## src/rtl/assert_macros.svh

```systemverilog
`ifndef ASSERT_MACROS_SVH
`define ASSERT_MACROS_SVH

// Check a property on every rising edge, skipped while reset is high.
`define ASSERT_CLK(label, clk, rst, prop, msg) \
  label: assert property (@(posedge clk) disable iff (rst) prop) else $error(msg);

// Check a property on every rising edge, reset included.
`define ASSERT_ALWAYS(label, clk, prop, msg) \
  label: assert property (@(posedge clk) prop) else $error(msg);

`endif

```

## src/rtl/ird_pkg.sv

```systemverilog
`timescale 1ns / 1ps
`default_nettype none

package ird_pkg;

  // Configuration register indexes
  localparam logic CFG_HEADER_BOUNDARY = 1'b0;
  localparam logic CFG_BIT_BOUNDARY    = 1'b1;

  localparam logic [15:0] HEADER_BOUNDARY_RST = 16'd12500;
  localparam logic [15:0] BIT_BOUNDARY_RST    = 16'd1680;

  // Width of the stored code word and of one byte of it
  localparam int CODE_WIDTH = 32;
  localparam int BYTE_WIDTH = 8;

  // Frame phases
  localparam logic PHASE_HEADER = 1'b0;
  localparam logic PHASE_DATA   = 1'b1;

  typedef struct packed {
    logic [15:0] interval;
    logic        timeout;
  } in_t;

  typedef struct packed {
    logic [15:0] address;
    logic [15:0] command;
    logic        is_repeat;
  } out_t;

  // Contents of the input stage as seen by the decode stage
  typedef struct packed {
    logic valid;
    in_t  item;
  } stage_t;

  // Split a code word into the address and command halves
  function automatic out_t pack_result(input logic [CODE_WIDTH-1:0] code,
                                       input logic rep);
    out_t r;
    r.address   = {code[BYTE_WIDTH-1:0], code[2*BYTE_WIDTH-1:BYTE_WIDTH]};
    r.command   = {code[3*BYTE_WIDTH-1:2*BYTE_WIDTH],
                   code[4*BYTE_WIDTH-1:3*BYTE_WIDTH]};
    r.is_repeat = rep;
    return r;
  endfunction

endpackage

`default_nettype wire

```

## src/rtl/ird_in_reg.sv

```systemverilog
`timescale 1ns / 1ps
`default_nettype none

module ird_in_reg (
  input  wire logic         clk,
  input  wire logic         rst,
  input  wire logic         in_valid,
  output logic              in_stall,
  input  wire ird_pkg::in_t in_data,
  input  wire logic         take,
  output ird_pkg::stage_t   stage
);

  logic         valid;
  logic         valid_next;
  ird_pkg::in_t item;

  // Hold the request until the decode stage takes it
  assign in_stall = valid && !take;

  always_comb begin
    valid_next = valid;
    if (in_valid && !in_stall) begin
      valid_next = 1'b1;
    end else if (take) begin
      valid_next = 1'b0;
    end
  end

  always_ff @(posedge clk) begin
    if (rst) begin
      valid <= 1'b0;
    end else begin
      valid <= valid_next;
    end
  end

  // Capture the payload on accept
  always_ff @(posedge clk) begin
    if (in_valid && !in_stall) begin
      item <= in_data;
    end
  end

  assign stage.valid = valid;
  assign stage.item  = item;

endmodule

`default_nettype wire

```

## src/rtl/ird_core.sv

```systemverilog
`timescale 1ns / 1ps
`default_nettype none

`include "assert_macros.svh"

module ird_core #(
  parameter int DATA_BITS = 32
) (
  input  wire logic            clk,
  input  wire logic            rst,
  input  wire ird_pkg::stage_t stage,
  input  wire logic [15:0]     hdr_bound,
  input  wire logic [15:0]     bit_bound,
  output logic                 take,
  output logic                 out_valid,
  input  wire logic            out_stall,
  output ird_pkg::out_t        out_data
);

  localparam int CNT_W = $clog2(DATA_BITS);
  localparam logic [CNT_W-1:0] LAST_BIT = CNT_W'(DATA_BITS - 1);

  logic                              phase;
  logic                              phase_next;
  logic [CNT_W-1:0]                  count;
  logic [CNT_W-1:0]                  count_next;
  logic [ird_pkg::CODE_WIDTH-1:0]    code_bits;
  logic [ird_pkg::CODE_WIDTH-1:0]    code_bits_next;
  logic [ird_pkg::CODE_WIDTH-1:0]    frame;
  logic [ird_pkg::CODE_WIDTH-1:0]    frame_next;
  logic [ird_pkg::CODE_WIDTH-1:0]    frame_upd;
  logic [ird_pkg::CODE_WIDTH-1:0]    bit_sel;
  logic [6:0]                        cnt_ext;
  logic                              out_free;
  logic                              emit;
  ird_pkg::out_t                     result;

  // Take the staged request whenever the result register can move
  assign out_free = !out_valid || !out_stall;
  assign take     = stage.valid && out_free;

  // One-hot select of the data bit position; positions past the word select nothing
  assign cnt_ext = 7'(count);
  always_comb begin
    for (int i = 0; i < ird_pkg::CODE_WIDTH; i++) begin
      bit_sel[i] = (cnt_ext == 7'(i));
    end
  end

  assign frame_upd = (stage.item.interval > bit_bound) ? (frame | bit_sel)
                                                       : (frame & ~bit_sel);

  // Advance the frame state by one interval
  always_comb begin
    phase_next     = phase;
    count_next     = count;
    code_bits_next = code_bits;
    frame_next     = frame;
    emit           = 1'b0;
    result         = ird_pkg::pack_result(code_bits, 1'b1);
    if (stage.item.timeout) begin
      phase_next = ird_pkg::PHASE_HEADER;
      count_next = '0;
    end else if (phase == ird_pkg::PHASE_HEADER) begin
      if (count == '0) begin
        count_next = CNT_W'(1);
      end else begin
        count_next = '0;
        if (stage.item.interval < hdr_bound) begin
          emit = 1'b1;
        end else begin
          phase_next = ird_pkg::PHASE_DATA;
          frame_next = code_bits;
        end
      end
    end else begin
      frame_next = frame_upd;
      if (count == LAST_BIT) begin
        code_bits_next = frame_upd;
        phase_next     = ird_pkg::PHASE_HEADER;
        count_next     = '0;
        emit           = 1'b1;
        result         = ird_pkg::pack_result(frame_upd, 1'b0);
      end else begin
        count_next = count + CNT_W'(1);
      end
    end
  end

  always_ff @(posedge clk) begin
    if (rst) begin
      phase     <= ird_pkg::PHASE_HEADER;
      count     <= '0;
      code_bits <= '0;
      frame     <= '0;
    end else if (take) begin
      phase     <= phase_next;
      count     <= count_next;
      code_bits <= code_bits_next;
      frame     <= frame_next;
    end
  end

  // Load a result, or drop the one just taken downstream
  always_ff @(posedge clk) begin
    if (rst) begin
      out_valid <= 1'b0;
    end else if (take && emit) begin
      out_valid <= 1'b1;
    end else if (!out_stall) begin
      out_valid <= 1'b0;
    end
  end

  always_ff @(posedge clk) begin
    if (take && emit) begin
      out_data <= result;
    end
  end

  `ASSERT_CLK(a_hdr_count, clk, rst,
    (phase == ird_pkg::PHASE_HEADER) |-> (count <= CNT_W'(1)),
    "header count out of range")
  `ASSERT_CLK(a_timeout, clk, rst,
    (take && stage.item.timeout) |=> ((phase == ird_pkg::PHASE_HEADER) && (count == '0)),
    "timeout did not abandon frame")
  `ASSERT_CLK(a_frame_done, clk, rst,
    (take && !stage.item.timeout && (phase == ird_pkg::PHASE_DATA) && (count == LAST_BIT))
      |=> (out_valid && !out_data.is_repeat),
    "completed frame not reported")
  `ASSERT_CLK(a_no_overwrite, clk, rst,
    (out_valid && out_stall) |=> ($stable(out_data) && out_valid),
    "stalled result overwritten")

endmodule

`default_nettype wire

```

## src/rtl/ir_remote_frame_decoder.sv

```systemverilog
// Channel | Direction | Handshake           | Payload
// --------+-----------+---------------------+----------------------------------
// in      | input     | in_valid / in_stall | in_data: interval, timeout
// out     | output    | out_valid/out_stall | out_data: address, command, is_repeat
// cfg     | input     | cfg_we              | cfg_index, cfg_data
//
// One interval is taken every cycle unless a stalled result holds the decode
// stage; an accepted interval is captured in the input register, then decoded,
// and any result that it completes is loaded into the result register.
// The frame state updates once per interval in the decode stage.
// rst is synchronous and active high; it restores the boundaries to their
// defaults and clears phase, count and the stored code.
// A stalled result holds decode; a held request sees in_stall in the same cycle.
`timescale 1ns / 1ps
`default_nettype none

module ir_remote_frame_decoder #(
  parameter int DATA_BITS = 32
) (
  input  wire logic          clk,
  input  wire logic          rst,
  input  wire logic          in_valid,
  output logic               in_stall,
  input  wire ird_pkg::in_t  in_data,
  output logic               out_valid,
  input  wire logic          out_stall,
  output ird_pkg::out_t      out_data,
  input  wire logic          cfg_we,
  input  wire logic          cfg_index,
  input  wire logic [15:0]   cfg_data
);

  logic [15:0]     hdr_bound;
  logic [15:0]     bit_bound;
  logic            take;
  ird_pkg::stage_t stage;

  // Configuration registers
  always_ff @(posedge clk) begin
    if (rst) begin
      hdr_bound <= ird_pkg::HEADER_BOUNDARY_RST;
      bit_bound <= ird_pkg::BIT_BOUNDARY_RST;
    end else if (cfg_we) begin
      case (cfg_index)
        ird_pkg::CFG_HEADER_BOUNDARY: hdr_bound <= cfg_data;
        ird_pkg::CFG_BIT_BOUNDARY:    bit_bound <= cfg_data;
        default: ;
      endcase
    end
  end

  ird_in_reg u_in_reg (
    .clk      (clk),
    .rst      (rst),
    .in_valid (in_valid),
    .in_stall (in_stall),
    .in_data  (in_data),
    .take     (take),
    .stage    (stage)
  );

  ird_core #(
    .DATA_BITS (DATA_BITS)
  ) u_core (
    .clk       (clk),
    .rst       (rst),
    .stage     (stage),
    .hdr_bound (hdr_bound),
    .bit_bound (bit_bound),
    .take      (take),
    .out_valid (out_valid),
    .out_stall (out_stall),
    .out_data  (out_data)
  );

endmodule

`default_nettype wire
```

## config.mk

```make
export PLATFORM = sky130hd
export DESIGN_NAME = ir_remote_frame_decoder
export DESIGN_NICKNAME = d
export VERILOG_FILES = /design/src/rtl/ird_pkg.sv /design/src/rtl/ird_in_reg.sv /design/src/rtl/ird_core.sv /design/src/rtl/ir_remote_frame_decoder.sv
export VERILOG_INCLUDE_DIRS = /design/src /design/src/rtl
export SDC_FILE = /design/constraint.sdc
export NUM_CORES = 1
export LEC_CHECK = 0
export CAP_MARGIN = 10
export CELL_PAD_IN_SITES_DETAIL_PLACEMENT = 0
export CELL_PAD_IN_SITES_GLOBAL_PLACEMENT = 1
export CORE_MARGIN = 3
export CORE_UTILIZATION = 46
export DETAILED_ROUTE_END_ITERATION = 10
export DONT_BUFFER_PORTS = 1
export PLACE_DENSITY_LB_ADDON = 0.1
export SYNTH_ARGS = -nofsm -noshare
export SYNTH_HDL_FRONTEND = slang
export SYNTH_SLANG_ARGS = --single-unit
```

## constraint.sdc

```tcl
create_clock -name clk -period 7 [get_ports clk]
set_clock_uncertainty 0.05 [all_clocks]
set_input_delay 0.7 -clock clk [delete_from_list [all_inputs] [get_ports clk]]
set_output_delay 0.7 -clock clk [all_outputs]
set_load 0.05 [all_outputs]
```

Word-level counts from Yosys, hierarchy flattened:

Index checks and enable logic that the tools add are counted.

* flip-flop bits (word level): 154

* order comparisons: 2
* eq/ne operators: 34
* reduce and logical (&&, ||, !) cells: 17
* multiplexer cells: 25
* add/subtract/negate cells: 1
* bitwise gates (word level): 6

Operators by type and width (number)
* 2-to-1 mux 32 bit: 4
* 2-to-1 mux 33 bit: 3
* equality test 5 bit (second input constant): 16
* equality test 5 x 4 -> 1 bit (second input constant): 8
* bitwise AND 32 bit: 1
* NOT 32 bit: 1
* OR 32 bit: 1
* equality test 5 x 3 -> 1 bit (second input constant): 4
* > comparator 16 bit: 1
* less-than comparator 16 bit: 1
* 2-to-1 mux 1 bit: 15
* 2-to-1 mux 5 bit: 3
* equality test 5 x 2 -> 1 bit (second input constant): 2
* AND reduction 4 bit: 2
* zero test 7 bit: 1
* inequality test 2 x 1 -> 1 bit (second input constant): 3
* adder 5 x 1 -> 5 bit (second input constant): 1
* equality test 5 x 1 -> 1 bit (second input constant): 1
* zero test 5 bit: 1
* logical AND 1 bit: 4
* zero test 1 bit: 4
* AND reduction 2 bit: 2
* NOT 1 bit: 3
* nonzero test 2 bit: 1
* 2 further kinds: 2

Logic depth before layout (Yosys ltp):

* depth after elaboration: 8
* depth in mapped cells: 10

By module:

From an unflattened synthesis, not the netlist that was laid out.

* cells, all modules: 846
* area, all modules: 7787.5 um2

By module, submodules not included
* ird_core: sequential area each 2392.3 um2, instances 1, cells each 696, area each 5903.2 um2
* ir_remote_frame_decoder: sequential area each 640.6 um2, instances 1, cells each 128, area each 1316.3 um2
* ird_in_reg: sequential area each 530.5 um2, instances 1, cells each 22, area each 568.0 um2

Worst setup path before layout:

OpenSTA, ideal clock, no wires.

* path kind: register to register
* from: reg u_in_reg.item, in the netlist u_in_reg.stage[8]
* to: reg u_core.out_data[0] (netlist name)
* required time: 6.562 ns
* setup slack: 4.246 ns
* buffers on the path: 1
* stages on the path, launching flop included: 9
* library setup time: 0.388 ns
* clock period less this slack: 2.754 ns
* arrival time: 2.317 ns
* path through: edfxtp_1 > ha_1 > a21oi_1 > a311o_1 > o21ai_0 > nor3_2 > buf_6 > a31oi_1 > inv_1

* longest elaborated chain between the ends: 6

RTL lines
* start: declaration: RTL line ird_in_reg.sv:16 `ird_pkg::in_t item;`
* start signal: assignment: RTL line ird_in_reg.sv:41 `item <= in_data;`
* less-than comparator 16 bit: RTL line ird_core.sv:69 `if (stage.item.interval < hdr_bound) begin`
* 2-to-1 mux 1 bit: RTL line ird_core.sv:69
* 2-to-1 mux 1 bit: RTL line ird_core.sv:65 `if (count == '0) begin`
* 2-to-1 mux 1 bit: RTL line ird_core.sv:64 `end else if (phase == ird_pkg::PHASE_HEADER) begin`
* 2-to-1 mux 1 bit: RTL line ird_core.sv:61 `if (stage.item.timeout) begin`
* logical AND 1 bit: RTL line ird_core.sv:116 `if (take && emit) begin`

Every way passes these cells.
A chain may end at the register's enable or synchronous reset.

Final worst setup path:

* from: reg u_core.phase
* to: reg u_core.frame[22] (netlist bit)

* longest elaborated chain between the ends: 2
* elaborated cells between the ends (all ways): 4

RTL lines
* start: declaration: RTL line ird_core.sv:23 `logic phase;`
* start signal: assignment: RTL line ird_core.sv:92 `phase <= ird_pkg::PHASE_HEADER;`
* start signal: assignment: RTL line ird_core.sv:97 `phase <= phase_next;`
* inequality test 2 x 1 -> 1 bit (no source line)
* AND reduction 4 bit (no source line)
* end signal: assignment: RTL line ird_core.sv:100 `frame <= frame_next;`
* end: declaration: RTL line ird_core.sv:29 `logic [ird_pkg::CODE_WIDTH-1:0] frame;`

Several ways; a longest one is shown, not always the timed one.

==> impl_metrics.tcl <==
set metrics [dict create \
    antenna_found_initial 1 \
    row_count 46 \
    p_int_uw 1541 \
    cts-htree-levels 4 \
    max_slew.worst_pin.slew_ns 0.8530 \
    final_hold_viol_count 0 \
    n_antenna_cell 0 \
    setup_viol 0 \
    grt_overflow_total 0 \
    start_kind "flop" \
    drtIter0Drc 430 \
    synth_edf_count 50 \
    totalWireLength_microns 18290 \
    arrival_ns 3.83 \
    syn-cell-area_sq_um 7511 \
    yosysWarnings 0 \
    vias_per_cell 5.705 \
    clkLatencyLatePin_ns 0.42 \
    dp_hpwl_microns 11430 \
    drc_errors 0 \
    cts_repair_resize_count 0 \
    grt_pass1_vias 5861 \
    worstReg2RegStart "u_core.phase" \
    p_per_area_nw_per_um2 245.0 \
    slew-limit-headroom_pct 43.14 \
    max_freq_ghz 0.2826 \
    wire_per_inst_microns 17.41 \
    startpoint "u_core.phase" \
    final_max_slew_viol_count 0 \
    num-fill-cells 1517 \
    syn_nets 931 \
    grt_pass1_wl_microns 29730 \
    fp.dieH_microns 133.8 \
    post_cts_buffers 0 \
    post-route-min-period_ns 3.539 \
    timing.hold.ws_ns 0.2893 \
    worstSetupPathType "reg -> reg" \
    end_kind "flop" \
    cts_num_sinks 153 \
    seq_area_frac_synth_pct 47.44 \
    area_delta_synth_final_pct 8.995 \
    nets 898 \
    yosys.cell_types.count 47 \
    finalSetupTns_ns 0 \
    synth_area_per_cell_sq_um 8.785 \
    power_uw 2006 \
    dp_slack_ns 3.448 \
    portBuffers 0 \
    power_frac_seq_pct 47.0 \
    synth_seq_cells 153 \
    num_vias 5996 \
    cap_violations 0 \
    clk_pin_slew_worst_paths_ns 0.06 \
    ant_nets 0 \
    leakage_uw 0.002941 \
    rsz0062_at_grt "false" \
    grt_max_degree 73 \
    synth_ff_type "dfxtp_1" \
    synthArstFlopShare_pct 0 \
    io_pins 74 \
    synth_cells 855 \
    cp_max_fo 65 \
    pwr-share-clk_pct 46.6 \
    vdd_ir_drop_max_mv 0.1794 \
    hp-class "in -> reg" \
    cts_root_buf "clkbuf_16" \
    status "finished clean" \
    firstDrtPassIters 6 \
    dieArea_sq_um 17900 \
    core_area_sq_um 15940 \
    start_util_pct 47.11 \
    cts_hold_buf 0 \
    grtUsageTotal_pct 20.71 \
    post-route-period-util_pct 50.55 \
    cts_made_buffers 17 \
    cp.required_ns 7.29 \
    drive_above_1_share_pct 6.228 \
    die_w_microns 133.8 \
    cts_tree "done" \
    gp_congestion 0.8323 \
    swShare_pct 23.20 \
    p_switching_uw 465.3 \
    clock_path_buffers 2 \
    pwr-share-comb_pct 6.4 \
    hold_path.startpoint "rst" \
    worst_slack_ns 3.461 \
]
Yosys cell counts, types with 2 or more instances:
cell type | instances | area (sq um)
clkbuf_1 | 40 | 150.1
nand4_1 | 8 | 50.05
inv_1 | 39 | 146.4
and3_1 | 2 | 12.51
mux2i_1 | 31 | 310.3
a211oi_1 | 3 | 22.52
o21a_1 | 2 | 15.01
ha_1 | 37 | 462.9
o21ai_1 | 62 | 310.3
dfxtp_1 | 103 | 2062
nor2_1 | 100 | 375.4
buf_2 | 8 | 40.04
buf_6 | 3 | 33.78
edfxtp_1 | 50 | 1501
o211ai_1 | 11 | 82.58
or2_1 | 2 | 12.51
buf_1 | 3 | 11.26
o21ai_0 | 40 | 200.2
a21oi_1 | 70 | 350.3
buf_4 | 7 | 52.55
or3_1 | 2 | 12.51
nand2_1 | 106 | 397.9
nand2b_1 | 4 | 25.02
nor2b_1 | 34 | 212.7
o311ai_1 | 30 | 262.8
a22oi_1 | 2 | 15.01
nor3_1 | 2 | 10.01
nand3_1 | 4 | 20.02
a31oi_1 | 32 | 200.2
layout by cell type (no fill, tap or decap), types with 2 or more instances in the layout:
master	netlist	final
nor3_1	2	2
o21ai_0	40	40
clkbuf_16	0	17
a21oi_1	70	70
dfxtp_1	103	102
o311ai_1	30	30
nor2b_1	34	34
nand2_1	106	106
bufinv_16	0	3
a211oi_1	3	3
or3_2	1	2
ha_1	37	37
and3_1	2	2
o211ai_1	11	11
inv_1	39	39
nor2_1	100	100
clkbuf_1	40	2
o21a_1	2	2
clkinv_4	0	3
nand4_1	8	8
edfxtp_1	50	50
clkinv_2	0	4
or2_2	1	2
a31oi_1	32	31
mux2i_1	31	31
a22oi_1	2	2
o21ai_1	62	62
nand2b_1	4	4
buf_4	7	9
nand3_1	4	3
cell type report:
cell class / count / area, sq um / area share, %
Tap cell: 216 / 270.3 / 3.301
Clock buffer: 20 / 446.7 / 5.456
Sequential cell: 153 / 3565 / 43.54
Timing Repair Buffer: 9 / 67.56 / 0.8253
Clock inverter: 12 / 150.1 / 1.834
Multi-Input combinational cell: 600 / 3533 / 43.16
Inverter: 41 / 153.9 / 1.880
metrics by stage:
stage                     cell area [sq um]  util [%]  std cells
final                                  8187     51.35       1051
after global routing                   8187     51.35       1051
after CTS                              8187     51.35       1051
after detailed placement               7590     47.61       1019
after global placement                 7590     47.61       1019
after floorplan                        7511         -        855
per-layer routing:
| layer | part of all wire (%) | global-route usage [%] |
|---|---|---|
| met1 | 45 | 26.00 |
| met2 | 48 | 34.92 |
| met3 | 5.4 | 5.589 |
| met4 | 1.4 | 6.457 |
| met5 | 0.11 | 0 |
worst paths after layout:
| check | endpoint | slack (ns) | cells past startpoint |
|---|---|---|---|
| setup reg to reg | u_core.frame[22] | 3.46 | 6 |
| hold reg to reg | hdr_bound[1] | 0.40 | 2 |
| setup / recovery | u_core.frame[22] | 3.46 | 6 |
| hold / removal | bit_bound[11] | 0.29 | 1 |
worst max-delay path: stages, from the launching register on:
cell and delay (ns):
dfxtp_2 0.71, buf_4 0.60, nor3_1 0.14, or3_2 0.79, inv_2 0.18, nand3_2 0.57
o21ai_1 0.33
flip-flops by register name (all words and copies together) (netlist names):
name,count
u_core.out_valid,1
bit_bound,16
u_in_reg.valid,1
u_core.code_bits,32
u_core.frame,31
u_core.phase,1
u_core.out_data,33
u_in_reg.stage,17
hdr_bound,16
u_core.count,5
power by group through the flow:
stage          logic, uW  registers (uW)  clock network (uW)
2_1_floorplan        105             958                   0
3_3_place_gp         124             961                   0
3_5_place_dp         130             962                   0
4_1_cts              130             942                 956
5_1_grt              145             944                 988
6_report             129             942                 935
cells by family after synthesis:
kind of cell    count (synthesis)  synth area share [%]
simple gates                  274                 16.09
compound gates                257                 20.14
flops                         153                 47.44
buf+inv                       102                 5.880
fa+ha+maj                      37                 6.164
mux                            32                 4.281
Power figures use the tool's default switching activity.
